## config.mk

```make
export PLATFORM = sky130hd
export DESIGN_NAME = serial_frame_parser_v1_v2
export DESIGN_NICKNAME = d
export VERILOG_FILES = /design/src/design/sfp_pkg.sv /design/src/design/sfp_in_reg.sv /design/src/design/sfp_parser.sv /design/src/design/sfp_out_reg.sv /design/src/design/serial_frame_parser_v1_v2.sv
export SDC_FILE = /design/constraint.sdc
export NUM_CORES = 1
export LEC_CHECK = 0
export BUFFER_PORTS_ARGS = -buffer_cell sky130_fd_sc_hd__buf_2
export CAP_MARGIN = 5
export CORE_ASPECT_RATIO = 2
export CORE_MARGIN = 2
export CORE_UTILIZATION = 30
export CTS_CLUSTER_DIAMETER = 30
export DETAILED_ROUTE_END_ITERATION = 8
export PLACE_DENSITY = 0.5
export SYNTH_ARGS = -nofsm -noshare
export SYNTH_HDL_FRONTEND = slang
export SYNTH_SLANG_ARGS = --single-unit
```

## constraint.sdc

```tcl
create_clock -name clk -period 6.3 [get_ports clk]
set_input_delay 0.315 -clock clk [delete_from_list [all_inputs] [get_ports clk]]
set_output_delay 0.315 -clock clk [all_outputs]
set_load 0.005 [all_outputs]
```

## src/design/sfp_pkg.sv

```systemverilog
package sfp_pkg;

  // frame delimiters and type bytes
  localparam logic [7:0] ChDollar = 8'h24;  // '$'
  localparam logic [7:0] ChM      = 8'h4D;  // 'M'
  localparam logic [7:0] ChX      = 8'h58;  // 'X'
  localparam logic [7:0] ChQuery  = 8'h3F;  // '?'
  localparam logic [7:0] ChLt     = 8'h3C;  // '<'
  localparam logic [7:0] ChGt     = 8'h3E;  // '>'

  localparam logic [7:0] CrcPoly = 8'hD5;

  // v2 header is five bytes, counted 0 to 4
  localparam logic [15:0] HdrV2Last = 16'd4;

  // frame kind codes
  localparam logic [2:0] KindNone  = 3'd0;
  localparam logic [2:0] KindV1Cmd = 3'd1;
  localparam logic [2:0] KindV1Rsp = 3'd2;
  localparam logic [2:0] KindV1Ext = 3'd3;
  localparam logic [2:0] KindV2Cmd = 3'd4;
  localparam logic [2:0] KindV2Rsp = 3'd5;

  typedef enum logic [3:0] {
    PH_IDLE   = 4'd0,
    PH_START  = 4'd1,
    PH_HDR_M  = 4'd2,
    PH_FLAGS  = 4'd3,
    PH_SIZE   = 4'd4,
    PH_FUNC   = 4'd5,
    PH_PAY_V1 = 4'd6,
    PH_HDR_X  = 4'd7,
    PH_HDR_V2 = 4'd8,
    PH_PAY_V2 = 4'd9,
    PH_CHK_V1 = 4'd10,
    PH_CHK_V2 = 4'd11
  } phase_t;

  typedef struct packed {
    logic        payload_valid;
    logic [7:0]  payload_byte;
    logic [15:0] payload_index;
    logic        frame_ok;
    logic        frame_bad;
    logic [2:0]  frame_kind;
    logic [7:0]  frame_flags;
    logic [15:0] frame_function;
    logic [15:0] frame_length;
  } result_t;

  // one byte through the crc-8, msb first, initial value zero
  function automatic logic [7:0] crc8_step(input logic [7:0] crc, input logic [7:0] b);
    logic [7:0] v;
    v = crc ^ b;
    for (int i = 0; i < 8; i++) begin
      v = v[7] ? ({v[6:0], 1'b0} ^ CrcPoly) : {v[6:0], 1'b0};
    end
    return v;
  endfunction

endpackage

```

## src/design/sfp_in_reg.sv

```systemverilog
module sfp_in_reg (
  input  logic       clk,
  input  logic       rst,
  input  logic       s_tvalid,
  output logic       s_tready,
  input  logic [7:0] s_tdata,
  input  logic       advance,
  output logic       in_valid,
  output logic [7:0] in_byte
);

  assign s_tready = !in_valid || advance;

  always_ff @(posedge clk) begin
    if (rst) begin
      in_valid <= 1'b0;
    end else if (s_tready) begin
      in_valid <= s_tvalid;
    end
  end

  always_ff @(posedge clk) begin
    if (s_tvalid && s_tready) begin
      in_byte <= s_tdata;
    end
  end

endmodule

```

## src/design/sfp_parser.sv

```systemverilog
module sfp_parser (
  input  logic            clk,
  input  logic            rst,
  input  logic            advance,
  input  logic [7:0]      in_byte,
  output sfp_pkg::result_t result
);

  sfp_pkg::phase_t phase, phase_next;
  logic [15:0] byte_count, byte_count_next;
  logic [7:0]  running_check, running_check_next;
  logic [2:0]  kind_reg, kind_reg_next;
  logic [7:0]  flags_reg, flags_reg_next;
  logic [15:0] function_reg, function_reg_next;
  logic [15:0] length_reg, length_reg_next;
  logic [15:0] count_inc;
  logic [7:0]  crc_new;
  logic        report;

  assign count_inc = byte_count + 16'd1;
  assign crc_new   = sfp_pkg::crc8_step(running_check, in_byte);

  always_ff @(posedge clk) begin
    if (rst) begin
      phase         <= sfp_pkg::PH_IDLE;
      byte_count    <= '0;
      running_check <= '0;
      kind_reg      <= sfp_pkg::KindNone;
      flags_reg     <= '0;
      function_reg  <= '0;
      length_reg    <= '0;
    end else if (advance) begin
      phase         <= phase_next;
      byte_count    <= byte_count_next;
      running_check <= running_check_next;
      kind_reg      <= kind_reg_next;
      flags_reg     <= flags_reg_next;
      function_reg  <= function_reg_next;
      length_reg    <= length_reg_next;
    end
  end

  always_comb begin
    phase_next         = phase;
    byte_count_next    = byte_count;
    running_check_next = running_check;
    kind_reg_next      = kind_reg;
    flags_reg_next     = flags_reg;
    function_reg_next  = function_reg;
    length_reg_next    = length_reg;
    report             = 1'b0;
    result             = '0;

    case (phase)
      sfp_pkg::PH_IDLE: begin
        if (in_byte == sfp_pkg::ChDollar) phase_next = sfp_pkg::PH_START;
      end
      sfp_pkg::PH_START: begin
        if (in_byte == sfp_pkg::ChX) begin
          phase_next = sfp_pkg::PH_HDR_X;
        end else if (in_byte == sfp_pkg::ChM) begin
          phase_next = sfp_pkg::PH_HDR_M;
        end else begin
          phase_next         = sfp_pkg::PH_IDLE;
          byte_count_next    = '0;
          running_check_next = '0;
          kind_reg_next      = sfp_pkg::KindNone;
          flags_reg_next     = '0;
          function_reg_next  = '0;
          length_reg_next    = '0;
          result.frame_bad   = 1'b1;
          report             = 1'b1;
        end
      end
      sfp_pkg::PH_HDR_M, sfp_pkg::PH_HDR_X: begin
        byte_count_next    = '0;
        running_check_next = '0;
        kind_reg_next      = sfp_pkg::KindNone;
        flags_reg_next     = '0;
        function_reg_next  = '0;
        length_reg_next    = '0;
        if (phase == sfp_pkg::PH_HDR_M && in_byte == sfp_pkg::ChQuery) begin
          kind_reg_next = sfp_pkg::KindV1Ext;
          phase_next    = sfp_pkg::PH_FLAGS;
        end else if (in_byte == sfp_pkg::ChLt) begin
          kind_reg_next = (phase == sfp_pkg::PH_HDR_M) ? sfp_pkg::KindV1Cmd
                                                       : sfp_pkg::KindV2Cmd;
          phase_next    = (phase == sfp_pkg::PH_HDR_M) ? sfp_pkg::PH_SIZE
                                                       : sfp_pkg::PH_HDR_V2;
        end else if (in_byte == sfp_pkg::ChGt) begin
          kind_reg_next = (phase == sfp_pkg::PH_HDR_M) ? sfp_pkg::KindV1Rsp
                                                       : sfp_pkg::KindV2Rsp;
          phase_next    = (phase == sfp_pkg::PH_HDR_M) ? sfp_pkg::PH_SIZE
                                                       : sfp_pkg::PH_HDR_V2;
        end else begin
          phase_next       = sfp_pkg::PH_IDLE;
          result.frame_bad = 1'b1;
          report           = 1'b1;
        end
      end
      sfp_pkg::PH_FLAGS: begin
        flags_reg_next = in_byte;
        phase_next     = sfp_pkg::PH_SIZE;
      end
      sfp_pkg::PH_SIZE: begin
        length_reg_next    = {8'd0, in_byte};
        running_check_next = running_check ^ in_byte;
        phase_next         = sfp_pkg::PH_FUNC;
      end
      sfp_pkg::PH_FUNC: begin
        function_reg_next  = {8'd0, in_byte};
        running_check_next = running_check ^ in_byte;
        phase_next = (length_reg == '0) ? sfp_pkg::PH_CHK_V1 : sfp_pkg::PH_PAY_V1;
      end
      sfp_pkg::PH_PAY_V1, sfp_pkg::PH_PAY_V2: begin
        result.payload_valid = 1'b1;
        result.payload_byte  = in_byte;
        result.payload_index = byte_count;
        running_check_next   = (phase == sfp_pkg::PH_PAY_V1) ? (running_check ^ in_byte)
                                                             : crc_new;
        byte_count_next      = count_inc;
        if (count_inc == length_reg) begin
          phase_next = (phase == sfp_pkg::PH_PAY_V1) ? sfp_pkg::PH_CHK_V1
                                                     : sfp_pkg::PH_CHK_V2;
        end
      end
      sfp_pkg::PH_HDR_V2: begin
        running_check_next = crc_new;
        case (byte_count[2:0])
          3'd0:    flags_reg_next    = in_byte;
          3'd1:    function_reg_next = {function_reg[15:8], in_byte};
          3'd2:    function_reg_next = {in_byte, function_reg[7:0]};
          3'd3:    length_reg_next   = {length_reg[15:8], in_byte};
          default: length_reg_next   = {in_byte, length_reg[7:0]};
        endcase
        byte_count_next = count_inc;
        if (byte_count >= sfp_pkg::HdrV2Last) begin
          byte_count_next = '0;
          phase_next = (length_reg_next == '0) ? sfp_pkg::PH_CHK_V2 : sfp_pkg::PH_PAY_V2;
        end
      end
      sfp_pkg::PH_CHK_V1, sfp_pkg::PH_CHK_V2: begin
        result.frame_ok  = (running_check == in_byte);
        result.frame_bad = (running_check != in_byte);
        report           = 1'b1;
        phase_next       = sfp_pkg::PH_IDLE;
      end
      default: begin
        phase_next = sfp_pkg::PH_IDLE;
      end
    endcase

    if (report) begin
      result.frame_kind     = kind_reg_next;
      result.frame_flags    = flags_reg_next;
      result.frame_function = function_reg_next;
      result.frame_length   = length_reg_next;
    end
  end

endmodule

```

## src/design/sfp_out_reg.sv

```systemverilog
module sfp_out_reg (
  input  logic             clk,
  input  logic             rst,
  input  logic             load,
  input  sfp_pkg::result_t result,
  output logic             out_ready,
  output logic             m_tvalid,
  input  logic             m_tready,
  output logic [63:0]      m_tdata,
  output logic [5:0]       m_tuser
);

  sfp_pkg::result_t held;

  assign out_ready = !m_tvalid || m_tready;

  always_ff @(posedge clk) begin
    if (rst) begin
      m_tvalid <= 1'b0;
    end else if (out_ready) begin
      m_tvalid <= load;
    end
  end

  always_ff @(posedge clk) begin
    if (load) begin
      held <= result;
    end
  end

  assign m_tdata = {held.frame_length, held.frame_function, held.frame_flags,
                    held.payload_index, held.payload_byte};
  assign m_tuser = {held.frame_kind, held.frame_bad, held.frame_ok, held.payload_valid};

endmodule

```

## src/design/serial_frame_parser_v1_v2.sv

```systemverilog
// deframer for the v1 and v2 forms of the '$'-delimited serial command protocol.
// one received byte goes in per word on the slave side and exactly one result word
// comes out per byte on the master side. payload bytes are flagged with their index
// within the payload as they arrive; on the checksum byte the result carries frame
// ok or frame bad plus the header fields (kind, flags, function, length), which read
// zero on every other word. a malformed byte after '$' or an unknown type byte also
// gives frame bad with zero header fields. v1 frames use an xor checksum over size,
// function and payload (the extended '?' flags byte is not covered); v2 frames use
// crc-8, polynomial 0xd5, over the five-byte header and the payload. the parser is
// idle again straight after the checksum byte. throughput is one byte per clock:
// the byte sits in an input register, the parse step and the crc-8 over all eight
// bits are combinational, and the result lands in an output register; a new byte is
// taken every cycle while the master side keeps taking words.
module serial_frame_parser_v1_v2 (
  input  logic        clk,
  input  logic        rst,
  input  logic        s_tvalid,
  output logic        s_tready,
  input  logic [7:0]  s_tdata,   // [7:0] rx_byte
  output logic        m_tvalid,
  input  logic        m_tready,
  // [7:0] payload_byte, [23:8] payload_index, [31:24] frame_flags,
  // [47:32] frame_function, [63:48] frame_length
  output logic [63:0] m_tdata,
  // [0] payload_valid, [1] frame_ok, [2] frame_bad, [5:3] frame_kind
  output logic [5:0]  m_tuser
);

  logic             in_valid;
  logic [7:0]       in_byte;
  logic             out_ready;
  logic             advance;
  sfp_pkg::result_t result;

  // a byte moves from the input register into the parser whenever the
  // output register is empty or being drained this cycle
  assign advance = in_valid && out_ready;

  sfp_in_reg u_in_reg (
    .clk      (clk),
    .rst      (rst),
    .s_tvalid (s_tvalid),
    .s_tready (s_tready),
    .s_tdata  (s_tdata),
    .advance  (advance),
    .in_valid (in_valid),
    .in_byte  (in_byte)
  );

  // frame state machine, running checksum and header capture
  sfp_parser u_parser (
    .clk     (clk),
    .rst     (rst),
    .advance (advance),
    .in_byte (in_byte),
    .result  (result)
  );

  sfp_out_reg u_out_reg (
    .clk       (clk),
    .rst       (rst),
    .load      (advance),
    .result    (result),
    .out_ready (out_ready),
    .m_tvalid  (m_tvalid),
    .m_tready  (m_tready),
    .m_tdata   (m_tdata),
    .m_tuser   (m_tuser)
  );

endmodule

```

### Word-level counts from Yosys, hierarchy flattened

Cells that the tools add are included.

| operators by class | value |
|---|---|
| eq/ne operators | 28 |
| divide/modulo/power cells | 0 |
| add/sub/neg operators | 1 |
| order comparisons | 1 |
| $mul | 0 |
| shift operators | 0 |
| reductions and logical operators | 21 |
| mux-type cells | 58 |
| bitwise logic cells | 9 |

Operator list:

| kind | count |
|---|---|
| $pmux W16 S4 | 3 |
| $mux W16 | 8 |
| $mux W8 | 14 |
| $pmux W16 S2 | 2 |
| $not A5 Y5 | 8 |
| $pmux W8 S5 | 1 |
| $eq A8 B6 Y1 const B | 4 |
| $logic_not A16 Y1 | 2 |
| $mux W4 | 8 |
| $pmux W4 S8 | 1 |
| $pmux W8 S4 | 1 |
| $mux W25 | 1 |
| $mux W3 | 8 |
| $add A16 B1 Y16 const B | 1 |
| $eq A16 B16 Y1 | 1 |
| $eq A4 B3 Y1 const B | 4 |
| $eq A4 B4 Y1 const B | 4 |
| $eq A8 B7 Y1 const B | 2 |
| $ge A16 B3 Y1 const B | 1 |
| $reduce_and A4 Y1 | 3 |
| $eq A4 B2 Y1 const B | 2 |
| $eq A8 B8 Y1 | 1 |
| $ne A8 B8 Y1 | 1 |
| $reduce_or A2 Y1 | 4 |
| 18 further kinds | 33 |

| storage, ports and cells | value |
|---|---|
| latch bits | 0 |
| bits in read-only memories | 0 |
| bits in writable memories | 0 |
| input bits | 12 |
| register bits after elaboration | 151 |
| memories | 0 |

### Longest topological paths before layout

Gate-level depths: netlist of the first run.

| logic depth | value |
|---|---|
| depth after elaboration | 19 |
| gate-level depth with buffers | 12 |
| mapped depth without buffers | 10 |

### Hierarchy

A second synthesis of the first run with hierarchy kept.

| unflattened totals | value |
|---|---|
| cell total of the unflattened synthesis | 752 |
| area total of the unflattened synthesis | 7473.4 sq um |

Modules (own cells, without submodules):

| module | cells each | seq. area each (sq um) | area each (sq um) | instances |
|---|---|---|---|---|
| sfp_parser | 664 | 1421.4 | 5023.6 | 1 |
| sfp_out_reg | 74 | 2122.0 | 2148.3 | 1 |
| sfp_in_reg | 13 | 260.2 | 295.3 | 1 |
| serial_frame_parser_v1_v2 | 1 | 0.0 | 6.3 | 1 |

### Worst setup path after synthesis of the first run

OpenSTA, ideal clock, no wires.

| timing path | value |
|---|---|
| path kind | reg-to-reg |
| start | register u_out_reg.m_tvalid |
| end | register u_parser.byte_count[5] |
| cell stages (with the launch flop) | 9 |
| arrival time | 2.828 ns |
| buffers on the path | 1 |
| library setup time | 0.071 ns |
| clock period less this slack | 2.898 ns |
| path slack | 3.402 ns |
| cell sequence | dfxtp_1 > nor2b_1 > nand2b_1 > inv_2 > nand3_1 > o21bai_1 > clkbuf_1 > or3_1 > a21oi_1 |

| on the way | value |
|---|---|
| word-level cells in the longest chain between the ends | 4 |

Ends and longest elaborated chain:

| element | line | RTL |
|---|---|---|
| start, declared | sfp_out_reg.sv:7 | `output logic m_tvalid,` |
| start signal, assigned | sfp_out_reg.sv:21 | `m_tvalid <= load;` |
| $logic_not A1 Y1 | sfp_out_reg.sv:15 | `assign out_ready = !m_tvalid \|\| m_tready;` |
| $logic_or A1 B1 Y1 | sfp_out_reg.sv:15 |  |
| $logic_and A1 B1 Y1 | serial_frame_parser_v1_v2.sv:37 | `assign advance = in_valid && out_ready;` |
| net advance | serial_frame_parser_v1_v2.sv:32 | `logic advance;` |
| $reduce_and A4 Y1 (no source line) | -- |  |
| end signal, assigned | sfp_parser.sv:34 | `byte_count <= byte_count_next;` |
| end, declared | sfp_parser.sv:10 | `logic [15:0] byte_count, byte_count_next;` |

The timed path passes the listed nets, and every way through them passes these cells.
A chain may end at the register's enable or synchronous reset.

### Final worst setup path of the first run

| timing path | value |
|---|---|
| start | register u_parser.byte_count[2] |
| end | register u_parser.phase[2] |

| on the way | value |
|---|---|
| word-level cells in the longest chain between the ends | 4 |
| elaborated cells between the ends (all ways) | 6 |
| those cells by class | 1 x add/sub; 1 x order compare; 3 x eq/ne; 1 x reduce/logical |

Ends and longest elaborated chain:

| element | line | RTL |
|---|---|---|
| $add A16 B1 Y16 | sfp_parser.sv:20 | `assign count_inc = byte_count + 16'd1;` |
| $eq A16 B16 Y1 | sfp_parser.sv:122 | `if (count_inc == length_reg) begin` |
| $ne A2 B1 Y1 (no source line) | -- |  |
| $reduce_and A4 Y1 (no source line) (*) | -- |  |
| end signal, assigned | sfp_parser.sv:25 | `phase <= sfp_pkg::PH_IDLE;` |
| end signal, assigned | sfp_parser.sv:33 | `phase <= phase_next;` |
| end, declared | sfp_parser.sv:9 | `sfp_pkg::phase_t phase, phase_next;` |

Every way passes the cells marked *; elsewhere a longest branch is shown, timed or not.

==> results of run 1 <==
## cell usage in the layout (no fill, tap or decap), drive strengths merged, types with 19 or more instances in the layout
cell type,synthesis,final
nor2b,22,22
xnor2,30,30
a22oi,88,88
a21oi,44,44
edfxtp,78,78
o21ai,37,37
buf,12,92
dfxtp,73,73
nand2,33,33
nor2,144,144
clkbuf,50,19
inv,24,31
## power by group
| group | switching [mW] | internal [mW] |
|---|---|---|
| clock network | 0.452 | 0.566 |
| registers | 0.0366 | 1.06 |
| logic | 0.171 | 0.0780 |
## synth_stat cells, types with 11 or more instances
| library cell | n |
|---|---|
| nor2_1 | 144 |
| a22oi_1 | 88 |
| edfxtp_1 | 78 |
| dfxtp_1 | 73 |
| clkbuf_1 | 50 |
| a21oi_1 | 44 |
| o21ai_0 | 34 |
| nand2_1 | 33 |
| xnor2_1 | 30 |
| nor2b_1 | 22 |
| inv_1 | 21 |
| nor4_1 | 14 |
| or3_1 | 14 |
| nor3_1 | 13 |
| xor2_1 | 11 |
## worst paths after layout
kind                                  startpoint                                end  cells past startpoint
min reg2reg    u_parser.kind_reg[0]$_SDFFE_PP0P_  u_parser.kind_reg[0]$_SDFFE_PP0P_                      2
max reg2reg  u_parser.byte_count[2]$_SDFFE_PP0P_     u_parser.phase[2]$_SDFFE_PP0P_                     10
max          u_parser.byte_count[2]$_SDFFE_PP0P_     u_parser.phase[2]$_SDFFE_PP0P_                     10
min                                   s_tdata[0]      u_in_reg.in_byte[0]$_DFFE_PP_                      1
## layout make-up
type,count,area (um^2)
Multi-Input combinational cell,559,3386
Timing Repair Buffer,92,483.0
Clock inverter,13,135.1
Fill cell,2534,16170
Tap cell,336,420.4
Inverter,24,90.09
Sequential cell,151,3804
Clock buffer,19,442.9
## kinds of logic (layout without fill, tap and decap cells)
| group | count (synthesis) | after routing | share of synthesized area (%) |
|---|---|---|---|
| and+or+nand+nor | 306 | 306 | 20.72 |
| AOI/OAI and AO/OA | 203 | 203 | 17.95 |
| DFF | 151 | 151 | 50.42 |
| buffers and inverters | 86 | 148 | 4.760 |
| xor gates and xnor gates | 41 | 41 | 4.760 |
| adders and majority gates | 6 | 6 | 0.9952 |
| muxes | 3 | 3 | 0.3981 |
## metrics by stage
step	util, %	hold slack [ps]	worst slack, ps
after global placement	32.82	457.8	3020
after CTS	35.14	25.90	2991
final	35.14	40.10	3010
after floorplan	-	413.9	3402
after global routing	35.14	31.72	2834
after detailed placement	32.82	467.3	3026
## per-layer routing
layer	part of all wire, %	vias up	wire length [um]	global-route usage, %
li1	-	2986	-	-
met1	34	3038	8153	18.32
met2	57	174	13520	34.65
met3	3.5	57	820	3.374
met4	5.2	0	1244	10.57
met5	0	-	0	0
==> out/qor.txt, run 1 <==
initial antenna violation count = 0
Hold WC Path Type = in -> reg
vias = 6255
CTS tree = done
hpwl dp = 16.66 mm
Final Instance Area = 0.008761 mm^2
Rel. slew slack = 32.26%
Synth Warn # = 0
Critical Path Sink Type = flop
clk slew on worst S/H paths = 70 ps
vias in the first global route = 6316
Peak VDD IR = 152.2 uV
clock skew = 8.223 ps
CTS Sinks = 151
cell count after synthesis = 796
top_reg_cell synth = edfxtp_1
PortBufs = 83
placed cell count = 1162
Total Power = 2.364 mW
final cell count without fillers = 1194
CTS Buf Count = 17
count of cell types in the netlist = 60
top achievable clock speed = 304.0 MHz
total gr overflow = 0
Crit path max-delay family = simple AND/OR/NAND/NOR gates
crit path cell chain = inv_2, ha_1, xnor2_1, nor3_1, nand3_1, a2111oi_2, nand4_1, or4_4, and2_4, a211oi_1
DR WL/cell = 19.88 um
CTS Hold Bufs = 0
dominant cells by area after synthesis = edfxtp_1 31%, dfxtp_1 19%, a22oi_1 8.8%, nor2_1 7.2%, xnor2_1 3.5%
largest net degree at the start of global routing = 77
Post-DP Area = 0.008183 mm^2
Die Footprint = 0.02651 mm^2
global-route wire length before repair = 36.51 mm
Via density = 5.239
Setup-failing EPs final = 0
Worst path slowest cell = dfxtp_1
worst slew pin tran = 1008 ps
status = completed
Die H = 228.3 um
Total Wirelength = 23.74 mm
DRC viols = 0
Resize count post-CTS = 0
Starting Density = 30.26%
Max FO, Critical Path = 13
I/O pins = 84
required time worst endpoint = 6650 ps
FF+latch count, synth = 151
Synth Net Count = 814
Avg Inst Size Synth = 9.477 um^2
synthesis-to-layout area growth = 16.14%
Rows = 82
MaxCap Viol Count = 0
P_leak = 2.981 nW
share of flip-flops with an asynchronous set or reset = 0%
count of buffer and inverter cells on the critical path = 1
RSZ-0062 raised after global routing = false
number of synthesized flops with an enable pin = 78
period utilisation layout = 52.22%
Root Buffer = clkbuf_16
Pre-antenna DRT Iters = 5
kind of critical path = reg -> reg
Max stage delay on crit path = 650 ps
Final nets = 863
Core Area = 0.02493 mm^2
Final Hold Fails = 0
DR iter-0 viols = 382
largest area contributor in the netlist = edfxtp_1
htree depth = 4
Mapped Area = 0.007543 mm^2
# Post-CTS Setup Buffers = 0
Clock Latency Late Sink = 450 ps
post-synth top area share = 31.05%
register area share after synthesis = 50.42%
Tot GR Track Use = 18.48%
routability cong. = 0.8842
die width = 116.1 um
setup TNS = 0 ps
reg-to-reg setup timing slack = 3010 ps
WP data arrival = 3640 ps
Longest Clk Path Bufs = 2
pwr dens = 269.8 mW/mm^2
Worst setup SP type = flop
Antenna Cells = 0
layout cells sized above 1 = 17.13%
Largest register FFs = 64
Final Critical Period = 3290 ps
Slew Viols, Final = 0
antenna-violating nets left = 0
Power figures use the tool's default switching activity.
==> run 2, diff against run 1 <==
Settings changed: ABC_AREA from default to 1.
Clock period 6.3 ns to 3.1 ns, I/O delays scaled along.
==> run 2 against run 1 <==
Against the previous run:
- clock-buffer cell count shrank 1
- hold slack gained 200 ps
- worst setup slack got worse by 2500 ps
- register-to-register slack lost 2500 ps
- global-route usage is 0.42 points higher
- core utilization increased by 1.1 points
- via count increased by 19%
- sequential cell count stayed put
- critical endpoint is now u_parser.length_reg[4]$_SDFFE_PP0P_
- largest cell class unchanged
==> out/qor.txt, run 2 <==
top achievable clock speed = 391.0 MHz
cell count after synthesis = 1054
post-synth top area share = 29.19%
kind of critical path = reg -> reg
status = completed
RSZ-0062 raised after global routing = false
pwr dens = 510.1 mW/mm^2
Synth Warn # = 0
Slew Viols, Final = 0
Antenna Cells = 0
Rows = 84
hold_ws = 235.7 ps
simple logic cell fraction of the synthesized area = 24.22%
register area share after synthesis = 47.40%
Rel. slew slack = 52.29%
share of flip-flops with an asynchronous set or reset = 0%
global-route wire length before repair = 40.08 mm
required time worst endpoint = 3440 ps
largest net degree at the start of global routing = 77
I/O pins = 84
Synth Area in Compound Gates = 14.64%
Worst setup SP type = flop
Pre-antenna DRT Iters = 5
synthesis-to-layout area growth = 18.82%
Final Critical Period = 2558 ps
largest area contributor in the netlist = edfxtp_1
CTS Buf Count = 17
top-count cell post-synth = nand2_1
Post-Synth XOR/XNOR Area = 1.700%
htree depth = 4
Mapped Area = 0.008024 mm^2
FF+latch count, synth = 151
Setup-failing EPs final = 0
MaxCap Viol Count = 0
antenna-violating nets left = 0
CTS Sinks = 151
PortBufs = 83
die width = 119.6 um
Longest Clk Path Bufs = 2
vias in the first global route = 7359
Hold WC Path Type = in -> reg
Die Footprint = 0.02815 mm^2
WP data arrival = 2900 ps
Max FO, Critical Path = 10
final cell count without fillers = 1508
total gr overflow = 0
Largest register FFs = 64
layout cells sized above 1 = 15.29%
Die H = 235.3 um
filler cell count = 2869
DR iter-0 viols = 459
P_leak = 4.242 nW
placed cell count = 1466
setup TNS = 0 ps
hpwl dp = 19.44 mm
dominant cells by area after synthesis = edfxtp_1 29%, dfxtp_1 18%, nand2_1 11%, inv_1 8.6%, a21oi_1 4.4%
period utilisation layout = 82.51%
top_reg_cell synth = edfxtp_1
Via density = 4.926
clk slew on worst S/H paths = 60 ps
worst slew pin tran = 715.6 ps
Avg Inst Size Synth = 7.613 um^2
commonest non-fill, non-tap cell in the layout = nand2_1
Tot GR Track Use = 18.89%
largest family of logic cells by synthesized area = simple AND/OR/NAND/NOR gates
Final nets = 1169
Core Area = 0.02628 mm^2
Post-synth top cells = 241 x nand2_1, 184 x inv_1, 79 x nor2_1
Synth Net Count = 1072
vias = 7429
Total Wirelength = 26.26 mm
Root Buffer = clkbuf_16
Final Hold Fails = 0
count of cell types in the netlist = 46
Critical Path Sink Type = flop
CTS tree = done
DR WL/cell = 17.41 um
DRC viols = 0
Peak VDD IR = 285.5 uV
Clock Latency Late Sink = 450 ps
number of synthesized flops with an enable pin = 78
routability cong. = 0.9582
clock skew = 13.22 ps
most frequent cells in the layout = 240 x nand2_1, 183 x inv_1, 83 x buf_2, 79 x nor2_1, 78 x edfxtp_1
Post-Synth Adder-Cell Area = 0.9356%
mux cell area share after synthesis = 0%
initial antenna violation count = 0
Starting Density = 30.54%
-- run 2: final cells by class --
class / instances / area (um^2) / share of cell area (%)
Clock buffer: 18 / 429.2 / 4.501
Inverter: 199 / 750.7 / 7.874
Timing Repair Buffer: 110 / 643.1 / 6.745
Tap cell: 344 / 430.4 / 4.514
Clock inverter: 14 / 145.1 / 1.522
Multi-Input combinational cell: 672 / 3332 / 34.95
Sequential cell: 151 / 3804 / 39.90
-- run 2: metrics by stage --
step	power [mW]	setup slack (ps)	area (um^2)	util (%)
floorplan	2.625	958.6	8025	-
global placement	2.823	576.7	8860	33.72
detailed placement	2.825	572.6	8860	33.72
CTS	4.924	556.4	9534	36.29
global route	5.071	357.9	9534	36.29
finish	4.863	542.1	9534	36.29
-- run 2: worst max-delay path, cell delays in order, from the launching register on --
cell      delay (ps)
dfxtp_1          440
ha_1             300
ha_1             440
nand4_1          320
a21boi_0         380
o22ai_1          110
a21oi_1          240
nand2_1           80
o211ai_1          90
inv_1             50
-- run 2: timing repair --
item | in CTS | in global routing
buffers inserted | 0 | 0
hold buffers | 10 | 0
resized for setup | 0 | 0
hold endpoints to repair | 10 | 0
-- run 2: logic make-up (layout without fill, tap and decap cells) --
kind of cell | count (synthesis) | in the layout
compound gates | 208 | 208
xor+xnor | 14 | 14
fa+ha+maj | 6 | 6
buf+inv | 231 | 341
flops | 151 | 151
simple gates | 444 | 444
-- run 2: per-layer routing --
metal	up-vias	global-route usage, %	share of wire, %
met1	3443	17.33	34
met3	107	3.295	3.9
met2	243	35.88	55
met5	-	0	0
met4	0	14.33	7.5
li1	3636	-	-
-- run 2: power by group --
part	internal [mW]	switching, mW	total [mW]
Clock	1.19	0.884	2.07
Sequential	2.19	0.0511	2.24
Combinational	0.177	0.376	0.554
-- run 2: path summary, 6_finish.rpt --
check | cells after the start | startpoint | endpoint | slack (ps)
setup / recovery | 9 | u_parser.byte_count[1]$_SDFFE_PP0P_ | u_parser.length_reg[4]$_SDFFE_PP0P_ | 540
hold / removal | 2 | rst | u_in_reg.in_valid$_SDFFE_PP0N_ | 240
setup reg to reg | 9 | u_parser.byte_count[1]$_SDFFE_PP0P_ | u_parser.length_reg[4]$_SDFFE_PP0P_ | 540
hold reg to reg | 2 | u_parser.running_check[6]$_SDFFE_PP0P_ | u_parser.running_check[6]$_SDFFE_PP0P_ | 480
